===== config.mk =====
export PLATFORM = sky130hd
export DESIGN_NAME = rms_newton_square_root
export DESIGN_NICKNAME = d
export VERILOG_FILES = /design/src/rtl/core/rnsr_pkg.sv /design/src/rtl/core/rnsr_accum.sv /design/src/rtl/core/rnsr_divider.sv /design/src/rtl/core/rms_newton_square_root.sv
export SDC_FILE = /design/constraint.sdc
export NUM_CORES = 1
export LEC_CHECK = 0
export ABC_AREA = 1
export BUFFER_PORTS_ARGS = -buffer_cell sky130_fd_sc_hd__buf_2
export CORE_ASPECT_RATIO = 0.8
export CORE_MARGIN = 8
export CORE_UTILIZATION = 30
export CTS_BUF_LIST = sky130_fd_sc_hd__clkbuf_4
export CTS_CLUSTER_SIZE = 16
export DETAILED_ROUTE_END_ITERATION = 12
export GPL_TIMING_DRIVEN = 0
export MAX_ROUTING_LAYER = met4
export PLACE_DENSITY = 0.42
export SETUP_SLACK_MARGIN = 0.5
export SYNTH_ARGS = -nofsm -noshare
export SYNTH_HDL_FRONTEND = slang
export SYNTH_SLANG_ARGS = --single-unit
export TNS_END_PERCENT = 30

===== constraint.sdc =====
create_clock -name aclk -period 10.4 [get_ports aclk]
set_clock_uncertainty 0.15 [all_clocks]
set_input_delay 1.04 -clock aclk [delete_from_list [all_inputs] [get_ports aclk]]
set_output_delay 1.04 -clock aclk [all_outputs]
set_load 0.01 [all_outputs]

===== src/rtl/core/rnsr_pkg.sv =====
// ----------------------------------------------------------------------------
// rnsr_pkg
// Shared widths and constants for the rms / newton square root block.
// ----------------------------------------------------------------------------
package rnsr_pkg;

    // field widths
    localparam int SAMPLE_W = 16;
    localparam int RMS_W    = 16;

    // largest square is 2^30, held in 31 bits
    localparam int SQ_W     = 31;

    // mean square never exceeds 2^30; newton estimates stay in the same range
    localparam int MEAN_W   = 31;

    // bound on newton rounds, never reached in practice
    localparam int NEWTON_ROUND_CAP = 64;
    localparam int ROUND_W          = 7;

    // default block length
    localparam int DEF_MAX_SAMPLES  = 256;

endpackage


===== src/rtl/core/rnsr_accum.sv =====
// ----------------------------------------------------------------------------
// rnsr_accum
// Squares each accepted sample and keeps the running sum and sample count.
// ----------------------------------------------------------------------------
module rnsr_accum import rnsr_pkg::*; #(
    parameter int MAX_SAMPLES = DEF_MAX_SAMPLES,
    parameter int CNT_W       = $clog2(MAX_SAMPLES + 1),
    parameter int SUM_W       = SQ_W + CNT_W - 1
) (
    input  logic                       aclk,
    input  logic                       aresetn,
    input  logic                       accept,
    input  logic signed [SAMPLE_W-1:0] sample,
    input  logic                       last,
    output logic                       close,
    output logic        [SUM_W-1:0]    sum_total,
    output logic        [CNT_W-1:0]    count_total
);

    logic [SUM_W-1:0]      sum_reg;
    logic [CNT_W-1:0]      count_reg;
    logic [SAMPLE_W-1:0]   mag;
    logic [2*SAMPLE_W-1:0] product;
    logic                  full;

    // magnitude and square; the most negative sample maps to 0x8000
    always_comb begin
        mag     = sample[SAMPLE_W-1] ? (~sample + 1'b1) : sample;
        product = mag * mag;
    end

    // totals including the sample on the input this cycle
    assign sum_total   = sum_reg + SUM_W'(product[SQ_W-1:0]);
    assign count_total = count_reg + 1'b1;
    assign full        = (count_total == CNT_W'(MAX_SAMPLES));
    assign close       = accept && (last || full);

    // running sum and count, cleared when a block closes
    always_ff @(posedge aclk) begin
        if (!aresetn) begin
            sum_reg   <= '0;
            count_reg <= '0;
        end else if (close) begin
            sum_reg   <= '0;
            count_reg <= '0;
        end else if (accept) begin
            sum_reg   <= sum_total;
            count_reg <= count_total;
        end
    end

endmodule


===== src/rtl/core/rnsr_divider.sv =====
// ----------------------------------------------------------------------------
// rnsr_divider
// Radix-2 restoring divider, one quotient bit per cycle.
// ----------------------------------------------------------------------------
module rnsr_divider #(
    parameter int W = 39
) (
    input  logic         aclk,
    input  logic         aresetn,
    input  logic         start,
    input  logic [W-1:0] dividend,
    input  logic [W-1:0] divisor,
    output logic         done,
    output logic [W-1:0] quotient
);

    localparam int STEP_W = $clog2(W + 1);

    logic [W-1:0]      rem_reg;
    logic [W-1:0]      quo_reg;
    logic [W-1:0]      dsr_reg;
    logic [STEP_W-1:0] step_reg;
    logic              done_reg;
    logic [W:0]        partial;
    logic [W:0]        trial;

    // shift in the next dividend bit and try a subtract
    always_comb begin
        partial = {rem_reg, quo_reg[W-1]};
        trial   = partial - {1'b0, dsr_reg};
    end

    // control registers: step count and done strobe
    always_ff @(posedge aclk) begin
        if (!aresetn) begin
            step_reg <= '0;
            done_reg <= 1'b0;
        end else begin
            done_reg <= 1'b0;
            if (start) begin
                step_reg <= STEP_W'(W);
            end else if (step_reg != '0) begin
                step_reg <= step_reg - 1'b1;
                done_reg <= (step_reg == STEP_W'(1));
            end
        end
    end

    // datapath needs no reset
    always_ff @(posedge aclk) begin
        if (start) begin
            rem_reg <= '0;
            quo_reg <= dividend;
            dsr_reg <= divisor;
        end else if (step_reg != '0) begin
            if (!trial[W]) begin
                rem_reg <= trial[W-1:0];
                quo_reg <= {quo_reg[W-2:0], 1'b1};
            end else begin
                rem_reg <= partial[W-1:0];
                quo_reg <= {quo_reg[W-2:0], 1'b0};
            end
        end
    end

    assign done     = done_reg;
    assign quotient = quo_reg;

endmodule


===== src/rtl/core/rms_newton_square_root.sv =====
// ----------------------------------------------------------------------------
// rms_newton_square_root
// RMS of a block of signed samples with an integer newton square root.
// ----------------------------------------------------------------------------
// Samples that do not close a block are accepted one per clock, each adding
// its square to a running sum. The sample marked last, or the one that fills
// the block to MAX_SAMPLES, closes it: the input then stalls while one shared
// radix-2 divider, one quotient bit per cycle, first forms the mean square
// and then, unless the mean square is zero, serves each newton round (at
// most 64 rounds). SUM_W is 39 for the default block of 256 samples. The
// result sits in an output register, and samples of the next block are
// accepted while it waits to be taken.
// ----------------------------------------------------------------------------
module rms_newton_square_root import rnsr_pkg::*; #(
    parameter int MAX_SAMPLES = DEF_MAX_SAMPLES
) (
    input  logic                       aclk,
    input  logic                       aresetn,
    input  logic                       s_valid,
    output logic                       s_ready,
    input  logic signed [SAMPLE_W-1:0] s_sample,
    input  logic                       s_last,
    output logic                       m_valid,
    input  logic                       m_ready,
    output logic        [RMS_W-1:0]    m_rms
);

    localparam int CNT_W = $clog2(MAX_SAMPLES + 1);
    localparam int SUM_W = SQ_W + CNT_W - 1;

    typedef enum logic [2:0] {
        ST_IDLE,
        ST_MEAN,
        ST_NEWTON,
        ST_STEP,
        ST_OUTPUT
    } state_t;

    state_t             state_reg;
    logic [MEAN_W-1:0]  mean_reg;
    logic [MEAN_W-1:0]  est_reg;
    logic [MEAN_W-1:0]  est_new_reg;
    logic [ROUND_W-1:0] rounds_reg;
    logic [RMS_W-1:0]   root_reg;
    logic [RMS_W-1:0]   prev_root_reg;
    logic               m_valid_reg;
    logic [RMS_W-1:0]   m_rms_reg;

    logic               accept;
    logic               close;
    logic [SUM_W-1:0]   sum_total;
    logic [CNT_W-1:0]   count_total;

    logic               div_start;
    logic [SUM_W-1:0]   div_dividend;
    logic [SUM_W-1:0]   div_divisor;
    logic               div_done;
    logic [SUM_W-1:0]   div_quotient;

    logic [MEAN_W-1:0]  mean_q;
    logic [MEAN_W-1:0]  seed;
    logic [MEAN_W:0]    est_sum;
    logic [MEAN_W-1:0]  est_half;
    logic [MEAN_W-1:0]  gap;
    logic               iterate;

    assign s_ready = (state_reg == ST_IDLE);
    assign accept  = s_valid && s_ready;

    // square and accumulate
    rnsr_accum #(
        .MAX_SAMPLES (MAX_SAMPLES),
        .CNT_W       (CNT_W),
        .SUM_W       (SUM_W)
    ) u_accum (
        .aclk        (aclk),
        .aresetn     (aresetn),
        .accept      (accept),
        .sample      (s_sample),
        .last        (s_last),
        .close       (close),
        .sum_total   (sum_total),
        .count_total (count_total)
    );

    // shared divider for the mean and every newton round
    rnsr_divider #(
        .W (SUM_W)
    ) u_divider (
        .aclk     (aclk),
        .aresetn  (aresetn),
        .start    (div_start),
        .dividend (div_dividend),
        .divisor  (div_divisor),
        .done     (div_done),
        .quotient (div_quotient)
    );

    // newton arithmetic
    always_comb begin
        mean_q   = div_quotient[MEAN_W-1:0];
        seed     = (prev_root_reg == '0) ? MEAN_W'(1) : MEAN_W'(prev_root_reg);
        est_sum  = {1'b0, est_reg} + {1'b0, mean_q};
        est_half = est_sum[MEAN_W:1];
        gap      = (est_new_reg > est_reg) ? (est_new_reg - est_reg)
                                           : (est_reg - est_new_reg);
        iterate  = (gap > MEAN_W'(1))
                && (rounds_reg < ROUND_W'(NEWTON_ROUND_CAP - 1));
    end

    // divider launch and operand select
    always_comb begin
        div_start    = 1'b0;
        div_dividend = SUM_W'(mean_reg);
        div_divisor  = SUM_W'(est_new_reg);
        unique case (state_reg)
            ST_IDLE: begin
                div_start    = close;
                div_dividend = sum_total;
                div_divisor  = SUM_W'(count_total);
            end
            ST_MEAN: begin
                div_start    = div_done && (mean_q != '0);
                div_dividend = SUM_W'(mean_q);
                div_divisor  = SUM_W'(seed);
            end
            ST_STEP: begin
                div_start    = iterate;
            end
            ST_NEWTON, ST_OUTPUT: begin
                div_start    = 1'b0;
            end
            default: begin
                div_start    = 1'b0;
            end
        endcase
    end

    // sequencer and output register
    always_ff @(posedge aclk) begin
        if (!aresetn) begin
            state_reg     <= ST_IDLE;
            prev_root_reg <= '0;
            m_valid_reg   <= 1'b0;
        end else begin
            // output state handles its own valid update
            if (m_valid_reg && m_ready && (state_reg != ST_OUTPUT)) begin
                m_valid_reg <= 1'b0;
            end
            unique case (state_reg)
                ST_IDLE: begin
                    if (close) begin
                        state_reg <= ST_MEAN;
                    end
                end
                ST_MEAN: begin
                    if (div_done) begin
                        mean_reg   <= mean_q;
                        est_reg    <= seed;
                        rounds_reg <= '0;
                        if (mean_q == '0) begin
                            root_reg  <= '0;
                            state_reg <= ST_OUTPUT;
                        end else begin
                            state_reg <= ST_NEWTON;
                        end
                    end
                end
                ST_NEWTON: begin
                    if (div_done) begin
                        est_new_reg <= (est_half == '0) ? MEAN_W'(1) : est_half;
                        state_reg   <= ST_STEP;
                    end
                end
                ST_STEP: begin
                    if (iterate) begin
                        est_reg    <= est_new_reg;
                        rounds_reg <= rounds_reg + 1'b1;
                        state_reg  <= ST_NEWTON;
                    end else begin
                        root_reg  <= est_new_reg[RMS_W-1:0];
                        state_reg <= ST_OUTPUT;
                    end
                end
                ST_OUTPUT: begin
                    if (!m_valid_reg || m_ready) begin
                        m_valid_reg   <= 1'b1;
                        m_rms_reg     <= root_reg;
                        prev_root_reg <= root_reg;
                        state_reg     <= ST_IDLE;
                    end
                end
                default: begin
                    state_reg <= ST_IDLE;
                end
            endcase
        end
    end

    assign m_valid = m_valid_reg;
    assign m_rms   = m_rms_reg;

endmodule


* After elaboration in Yosys (flattened, before gate mapping)
Cells that the tools add are included.
** Word-level totals
- Flip-flop bits (word level) :: 324
- Bits in latches :: 0
- Bits in writable memories :: 0
- Bits in read-only memories :: 0
- Memories kept :: 0
** Operators by class
- Add/sub/neg operators :: 9
- Multipliers :: 1
- Div/mod/pow operators :: 0
- Order comparisons :: 3
- Equal/unequal tests :: 15
- Shift operators :: 0
- Muxes and demuxes :: 32
- Bitwise logic cells :: 3
- Reduce and logical (&&, ||, !) cells :: 28
** Operators by type and width (number)
- $pmux W31 S2 :: 2
- $mux W39 :: 3
- $mux W31 :: 3
- $mux W16 :: 5
- $pmux W39 S2 :: 1
- $logic_not A31 Y1 :: 2
- $sub A31 B31 Y31 :: 2
- $sub A40 B39 Y40 :: 1
- $add A39 B31 Y39 :: 1
- $add A31 B31 Y32 :: 1
- $pmux W16 S2 :: 1
- $gt A31 B1 Y1 const B :: 1
- $gt A31 B31 Y1 :: 1
- $mul A16 B16 Y31 :: 1
- $reduce_bool A31 Y1 :: 1
- $mux W3 :: 6
- $add A16 B1 Y16 const B :: 1
- $logic_not A16 Y1 :: 1
- $not A16 Y16 :: 1
- $pmux W3 S5 :: 1
- $mux W7 :: 2
- $pmux W7 S2 :: 1
- $mux W6 :: 2
- $ne A2 B2 Y1 const B :: 5
- other kinds (26) :: 45

* Depth between registers and ports, before layout
Gate-level depths: netlist of run 1.
- Depth in word-level cells :: 7
- Depth in mapped cells :: 48
- Depth with buffers taken out :: 48

* Hierarchy
Synthesis of run 1 repeated with hierarchy kept, for this count alone.
** Unflattened totals
- Cell total of the unflattened synthesis :: 4937
- Area total of the unflattened synthesis :: 33656.0 um2
** Modules (own cells, without submodules)
- rms_newton_square_root :: times used 1, cells an instance 1838, area an instance 12817.3 um2, seq. area each 4364.2 um2
- rnsr_accum :: times used 1, cells an instance 1835, area an instance 12386.9 um2, seq. area each 960.9 um2
- rnsr_divider :: times used 1, cells an instance 1264, area an instance 8451.9 um2, seq. area each 3263.1 um2

* Worst setup path before layout of run 1
No wires, ideal clock.
- Path kind :: input port to flip-flop
- Start :: in s_sample[0]
- End :: reg u_divider.quo_reg[37] (netlist: u_divider.quotient[37]), data pin
- Setup time :: 0.261 ns
- Data arrival time :: 9.024 ns
- Required time :: 9.989 ns
- Path slack :: 0.965 ns
- Stages on the path :: 42
- Buffers on the path :: 1
- Path through :: clkinv_1 clkbuf_1 ha_1 nand2_1 nor2_1 nand2_1 nand2_1 xor2_1 clkinv_1 nor2_1 fa_1 inv_1 fa_1 inv_1 fa_1 inv_1 fa_1 inv_1 [... 6 more ...] a21boi_0 o21ai_0 a21boi_0 o21bai_1 xor2_1 ha_1 a21oi_1 inv_1 a21oi_1 inv_1 nand2_1 o211ai_1 a21oi_1 o21ai_0 a21oi_1 o21bai_1 nand2_1 o21ai_0
** Between the ends
- Longest elaborated chain between the ends :: 7
** RTL lines
- start, declared :: line rms_newton_square_root.sv:21 : input logic signed [SAMPLE_W-1:0] s_sample,
- $not A16 Y16 :: line rnsr_accum.sv:28 : mag = sample[SAMPLE_W-1] ? (~sample + 1'b1) : sample;
- $add A16 B1 Y16 :: line rnsr_accum.sv:28
- $mux W16 * :: line rnsr_accum.sv:28
- $mul A16 B16 Y31 * :: line rnsr_accum.sv:29 : product = mag * mag;
- $add A39 B31 Y39 * :: line rnsr_accum.sv:33 : assign sum_total = sum_reg + SUM_W'(product[SQ_W-1:0]);
- $pmux W39 S2 * :: line rms_newton_square_root.sv:116 : unique case (state_reg)
- $mux W39 * :: line rnsr_divider.sv:51 : if (start) begin
- end signal, assigned :: line rnsr_divider.sv:53 : quo_reg <= dividend;
- end signal, assigned :: line rnsr_divider.sv:58 : quo_reg <= {quo_reg[W-2:0], 1'b1};
- end signal, assigned :: line rnsr_divider.sv:61 : quo_reg <= {quo_reg[W-2:0], 1'b0};
- end, declared :: line rnsr_divider.sv:20 : logic [W-1:0] quo_reg;
Every way passes the cells marked *; elsewhere a longest branch is shown, timed or not.
A chain may end at the register's enable or synchronous reset.

* Worst setup path in the final report of run 1
- Start :: in s_sample[0]
- End :: reg u_divider.quo_reg[38] (netlist: u_divider.quotient[38]), data pin
Same word-level chain as after synthesis.

==> results.py, run 1 <==
metrics = {
    "synth": {
        "ys_top_cells_by_area": "edfxtp_1 (20%), nand2_1 (13%), fa_1 (11%)",
        "synth_cells": 3985,
        "ys_ff_latch": 316,
        "async_flop_share_pct": 0,
        "synth_warnings": 0,
        "yosysSeqAreaShare_pct": 27.9,
        "synth_ff_type": "edfxtp_1",
        "netlist.area_leader.share_pct": 20.3,
        "syn_area_mm2": 0.0299,
        "syn_area_per_cell_um2": 7.50,
        "synth_cell_types": 61,
        "yosysTopAreaCell": "edfxtp_1",
        "synth_enable_flop_cells": 202,
    },
    "placement": {
        "io_buffers": 37,
        "hpwl_um": 83600,
        "gp_congestion": 0.915,
    },
    "grt": {
        "overflow": 0,
        "antenna_found_initial": 11,
        "grt_pass1_wl_um": 155000,
        "grt_use_total_pct": 18.6,
        "grt_pass1_vias": 25000,
        "grt_max_degree": 41,
    },
    "clock_network": {
        "cts-root-buf": "clkbuf_4",
        "clock_path_buffers": 3,
        "postCtsHoldBufs": 0,
        "clk_pin_slew_ps": 70,
        "clkSinkCount": 316,
        "numCtsBuffers": 83,
        "htreeDepth": 3,
        "cts_tree": "done",
        "clock_latency_ps": 940,
    },
    "timing": {
        "period_share_pct": 90.6,
        "maxSlewViolCount": 0,
        "rsz0062_at_grt": "false",
        "period_needed_ps": 9420,
        "fin_hold_ws_ps": 297,
        "finalHoldViolCount": 0,
        "worst_pin_slew_ps": 1190,
        "slew_headroom_pct": 20.6,
        "fmax_ghz": 0.106,
        "setup_viol": 0,
    },
    "die": {
        "start_util_pct": 30.3,
        "num_rows": 103,
        "coreArea_mm2": 0.0987,
        "die_width_um": 369,
        "die_h_um": 298,
        "fp.dieArea_mm2": 0.110,
        "pin_count": 39,
    },
    "min_path": {
        "whs_endpoint": "m_rms[9]",
        "hold_path_depth": 0,
        "hold_class": "flip-flop to flip-flop",
        "hold_start": "root_reg[9]",
    },
    "routing": {
        "drc": 0,
        "drtIter0Drc": 2140,
        "firstDrtPassIters": 5,
        "via_per_inst": 4.78,
        "ant_nets": 0,
        "vias": 26400,
        "avgRoutedWirePerCell_um": 18.3,
        "wirelength_um": 101000,
    },
    "final_layout": {
        "final_layout_size_suffix_gt1_share_pct": 8.34,
        "multiInputGateArea_mm2": 0.0187,
        "syn_to_final_growth_pct": 11.7,
        "nFillCells": 10900,
        "seqCellArea_mm2": 0.00835,
        "final_nets": 4584,
    },
    "worst_setup_path": {
        "critPathBufInv": 8,
        "timing.rr.end": "u_divider.quotient[21]",
        "cpPeakStageDelay_ps": 550,
        "rr_worst_depth": 23,
        "crit_type": "input port to flip-flop",
        "required_ps": 11000,
        "worstPathMaxFanout": 11,
        "arrival_ps": 10020,
        "worstSetupStartpoint": "s_sample[0]",
        "end_kind": "flip-flop",
        "crit_path_frequent_cell": "nand2_1",
        "r2r_start": "est_reg[1]",
        "worstSetupStartpointType": "input port",
        "crit_family": "adder cells",
        "reg2reg_setup_slack_ps": 5110,
        "slowest_stage": "fa_1",
    },
    "run_status": {
        "outcome": "finished clean",
    },
    "flow_run": {
        "cap_violations": 0,
    },
}
layer usage:
| metal | track usage, % | vias to the layer above | share of wire (%) |
|---|---|---|---|
| met4 | 2.83 | 0 | 0.95 |
| li1 | - | 13100 | - |
| met1 | 30.3 | 12500 | 56 |
| met3 | 3.52 | 78 | 6.5 |
| met5 | - | - | 0 |
| met2 | 23.1 | 671 | 37 |
what timing repair did:
action / in CTS / in global routing
resized for setup: 29 / 41
pin swaps: 2 / 4
buffers inserted: 4 / 9
endpoints found under the setup margin: 52 / 28
logic make-up (layout without fill, tap and decap cells):
family	Yosys count	in the layout	share of synthesized area (%)
flip-flops	316	316	27.9
XOR/XNOR	169	169	4.95
AND/OR/NAND/NOR	1643	1643	22.5
adder cells (fa/ha/maj)	424	424	22.0
buffers and inverters	787	1002	10.3
AO/OA/AOI/OAI	644	644	12.4
other	2	19	0.0251
through the flow:
step	std cells	cell area [um^2]	setup TNS, ps	setup slack (ps)	utilization (%)
after global placement	5343	31700	-96770	-2540	32.2
after CTS	5512	33200	0	570	33.6
after detailed placement	5353	31900	-94440	-2470	32.4
after floorplan	3994	29900	0	965	-
after global routing	5529	33400	0	484	33.8
final	5529	33400	0	981	33.8
final cells by class:
class	count	share of cell area, %
tap	1312	4.92
clock inverter	30	0.600
timing repair buffer	60	1.31
antenna	8	0.0600
sequential	316	25.0
buffer	85	1.35
inverter	702	7.96
clock buffer	125	2.81
multi-input combinational	2891	56.0
cells in the final DEF, fill, tap and decap left out, types with 17 or more instances in the layout:
cell / n
clkbuf_1: 48
o21ai_0: 207
dfxtp_1: 114
nor3_1: 27
xor2_1: 98
buf_4: 21
a21oi_2: 33
o211ai_1: 17
fa_1: 169
nand2_1: 992
inv_1: 683
nor2_1: 383
a21oi_1: 251
clkbuf_4: 127
buf_2: 48
nand4_1: 40
xnor2_1: 67
nor4_1: 17
nand3_1: 122
edfxtp_1: 202
o21bai_1: 27
ha_1: 254
synthesized netlist by cell type, drive strengths merged (3+ instances only):
master and count:
a21oi 286, o21ai 217, buf 30, nor4 18, xor2 101, nor3 31
o221ai 15, a32o 3, clkinv 10, o21a 14, o21bai 29, a31oi 12
clkbuf 55, fa 169, nand4 40, o211ai 17, a211oi 9, nand3b 7
ha 255, dfxtp 114, and3 3, a21boi 11, o22ai 9, o31ai 3
nand3 123, edfxtp 202, a21o 10, inv 692, or2 10, nor2 402
nand2 1004, xnor2 68
how the worst max path moves through the flow:
| stage | depth (start not counted) | to |
|---|---|---|
| after global placement | 41 | u_divider.quotient[27] |
| after global routing | 44 | u_divider.quotient[38] |
| final | 44 | u_divider.quotient[38] |
| after detailed placement | 41 | u_divider.quotient[27] |
| after CTS | 43 | u_divider.quotient[38] |
| after floorplan | 42 | u_divider.quotient[37] |
worst reg2reg max path, stage by stage, from the launching register on:
cell and delay, ps:
edfxtp_1 490, inv_1 180, ha_1 550, nand3_1 140, nand2_1 170, nand2_1 70
nand2_1 140, nand2_1 120, nand2_2 130, nand2_2 110, a21boi_4 380, buf_6 230
nand2_1 70, nand4_1 120, nor2_1 50, nand2_1 50, nor2_1 90, nand2_1 160
nand3_2 180, nand2_2 200, inv_2 140, buf_4 240, a21oi_4 580, buf_16 240
Power of run 1 is not shown: default switching activity piles up to over one toggle a cycle in this logic, so the estimate is an artifact.
==> inputs of run 2 (changes only) <==
- SYNTH_HIERARCHICAL: unset -> 1
==> results.py, run 2 <==
metrics = {
    "run_status": {
        "outcome": "finished clean",
    },
    "timing": {
        "fin_hold_ws_ps": 301,
        "tns_ps": 0,
        "period_needed_ps": 9490,
        "slew_headroom_pct": 4.99,
        "finalHoldViolCount": 0,
        "rsz0062_at_grt": "false",
        "fmax_ghz": 0.105,
        "period_share_pct": 91.2,
        "setup_viol": 0,
        "maxSlewViolCount": 0,
        "worst_pin_slew_ps": 1410,
    },
    "routing": {
        "drc": 0,
        "via_per_inst": 4.60,
        "avgRoutedWirePerCell_um": 18.0,
        "wirelength_um": 120000,
        "vias": 30800,
        "ant_nets": 0,
        "drtIter0Drc": 2565,
        "firstDrtPassIters": 6,
    },
    "clock_network": {
        "clock_latency_ps": 970,
        "cts-root-buf": "clkbuf_4",
        "htreeDepth": 3,
        "clock_path_buffers": 3,
        "clk_pin_slew_ps": 70,
        "numCtsBuffers": 90,
        "postCtsHoldBufs": 0,
        "cts_tree": "done",
        "clkSinkCount": 324,
    },
    "grt": {
        "grt_use_total_pct": 19.8,
        "antenna_found_initial": 12,
        "grt_pass1_vias": 29200,
        "overflow": 0,
        "grt_pass1_wl_um": 182000,
        "grt_max_degree": 36,
    },
    "die": {
        "fp.dieArea_mm2": 0.123,
        "pin_count": 39,
        "coreArea_mm2": 0.112,
        "start_util_pct": 30.1,
        "die_width_um": 390,
        "die_h_um": 316,
        "num_rows": 110,
    },
    "placement": {
        "hpwl_um": 101000,
        "io_buffers": 38,
        "gp_congestion": 0.909,
    },
    "worst_setup_path": {
        "crit_path_frequent_cell": "nand2_1",
        "arrival_ps": 10080,
        "required_ps": 10990,
        "crit_type": "input port to flip-flop",
        "worstSetupStartpointType": "input port",
        "cpPeakStageDelay_ps": 570,
        "end_kind": "flip-flop",
        "worstPathMaxFanout": 10,
        "slowest_stage": "fa_1",
    },
    "synth": {
        "syn_area_per_cell_um2": 6.82,
        "synth_enable_flop_cells": 210,
        "netlist.area_leader.share_pct": 18.7,
        "yosysSeqAreaShare_pct": 25.5,
        "async_flop_share_pct": 0,
        "synth_ff_type": "edfxtp_1",
        "syn_area_mm2": 0.0337,
        "ys_top_cells_by_area": "edfxtp_1 (19%), nand2_1 (17%), inv_1 (10%)",
        "synth_warnings": 6,
        "ys_ff_latch": 324,
        "yosysTopAreaCell": "edfxtp_1",
        "synth_most_common_cell": "nand2_1",
        "synth_cells": 4937,
        "synth_cell_types": 63,
        "synth_common_cells": "nand2_1 (1516), inv_1 (934), nor2_1 (532)",
    },
    "min_path": {
        "hold_class": "flip-flop to flip-flop",
    },
    "final_layout": {
        "final_layout_size_suffix_gt1_share_pct": 7.60,
        "final_common_cell": "nand2_1",
        "most-common-layout-cells": "nand2_1 (1514), inv_1 (930), nor2_1 (521)",
        "syn_to_final_growth_pct": 11.0,
        "final_nets": 5550,
        "nFillCells": 12400,
    },
    "flow_run": {
        "cap_violations": 0,
    },
}
==> run 2: cell count changes in the layout (fill, tap and decap cells not counted), sizes merged, moves of 9 or more <==
cell    previous run  this run
inv              697       949
a21boi            11         1
xor2             101       111
clkbuf           178       195
nor2             402       556
xnor2             68        21
a21oi            286       223
nand3            123       304
nand2           1004      1558
nor3              31        41
o21ai            217       101
ha               255       264
nand4             40        53
==> run 2: critical path, delay by kind of cell <==
| family | cells | cell delay, ps |
|---|---|---|
| compound gates | 3 | 490 |
| xor+xnor | 1 | 210 |
| fa+ha+maj | 9 | 4020 |
| buf+inv | 12 | 1160 |
| simple gates | 24 | 3130 |
==> run 2: metrics by stage <==
stage / util [%] / instance area [um^2] / instances / worst slack [ps]
2_1_floorplan: - / 33700 / 4953 / 1640
4_1_cts: 33.3 / 37200 / 6682 / 511
3_5_place_dp: 32.2 / 36000 / 6514 / -1030
3_3_place_gp: 32.0 / 35800 / 6503 / -977
5_1_grt: 33.4 / 37300 / 6689 / 516
6_report: 33.4 / 37400 / 6691 / 912
==> run 2: layer usage <==
layer	track usage (%)	part of all wire (%)	vias up
met1	31.7	55	14300
met5	-	0	-
met3	3.51	6.4	95
met4	3.31	1.3	0
li1	-	-	15700
met2	25.4	37	697
==> run 2: cell families after synthesis <==
group,Yosys count,synth area share (%)
AO/OA/AOI/OAI,432,7.36
XOR/XNOR,132,3.48
other,3,0.0335
AND/OR/NAND/NOR,2553,31.5
buffers and inverters,1060,12.3
adder cells (fa/ha/maj),433,19.9
flip-flops,324,25.5
==> run 2: layout make-up <==
| class | count | area [um^2] | area share (%) |
|---|---|---|---|
| Antenna cell | 8 | 20.0 | 0.0536 |
| Buffer | 106 | 569 | 1.52 |
| Clock buffer | 132 | 991 | 2.65 |
| Clock inverter | 35 | 203 | 0.543 |
| Inverter | 954 | 3590 | 9.61 |
| Multi-Input combinational cell | 3569 | 21100 | 56.6 |
| Sequential cell | 324 | 8590 | 23.0 |
| Tap cell | 1512 | 1890 | 5.06 |
| Timing Repair Buffer | 51 | 370 | 0.992 |
==> run 2: worst paths after layout <==
check,from,to,slack [ps],cells past startpoint
max,s_sample[0],u_divider/quotient[38],910,49
min,root_reg[6],m_rms[6],300,0
max reg2reg,est_reg[1],u_divider/quotient[38],3520,24
min reg2reg,root_reg[6],m_rms[6],300,0
==> run 2: timing repair <==
action	in CTS	in global routing
setup endpoints to repair	18	32
buffers inserted	1	1
gates resized for setup	7	37
gates cloned	0	0
pin swaps	1	1
Power of run 2 is left out for the same reason.
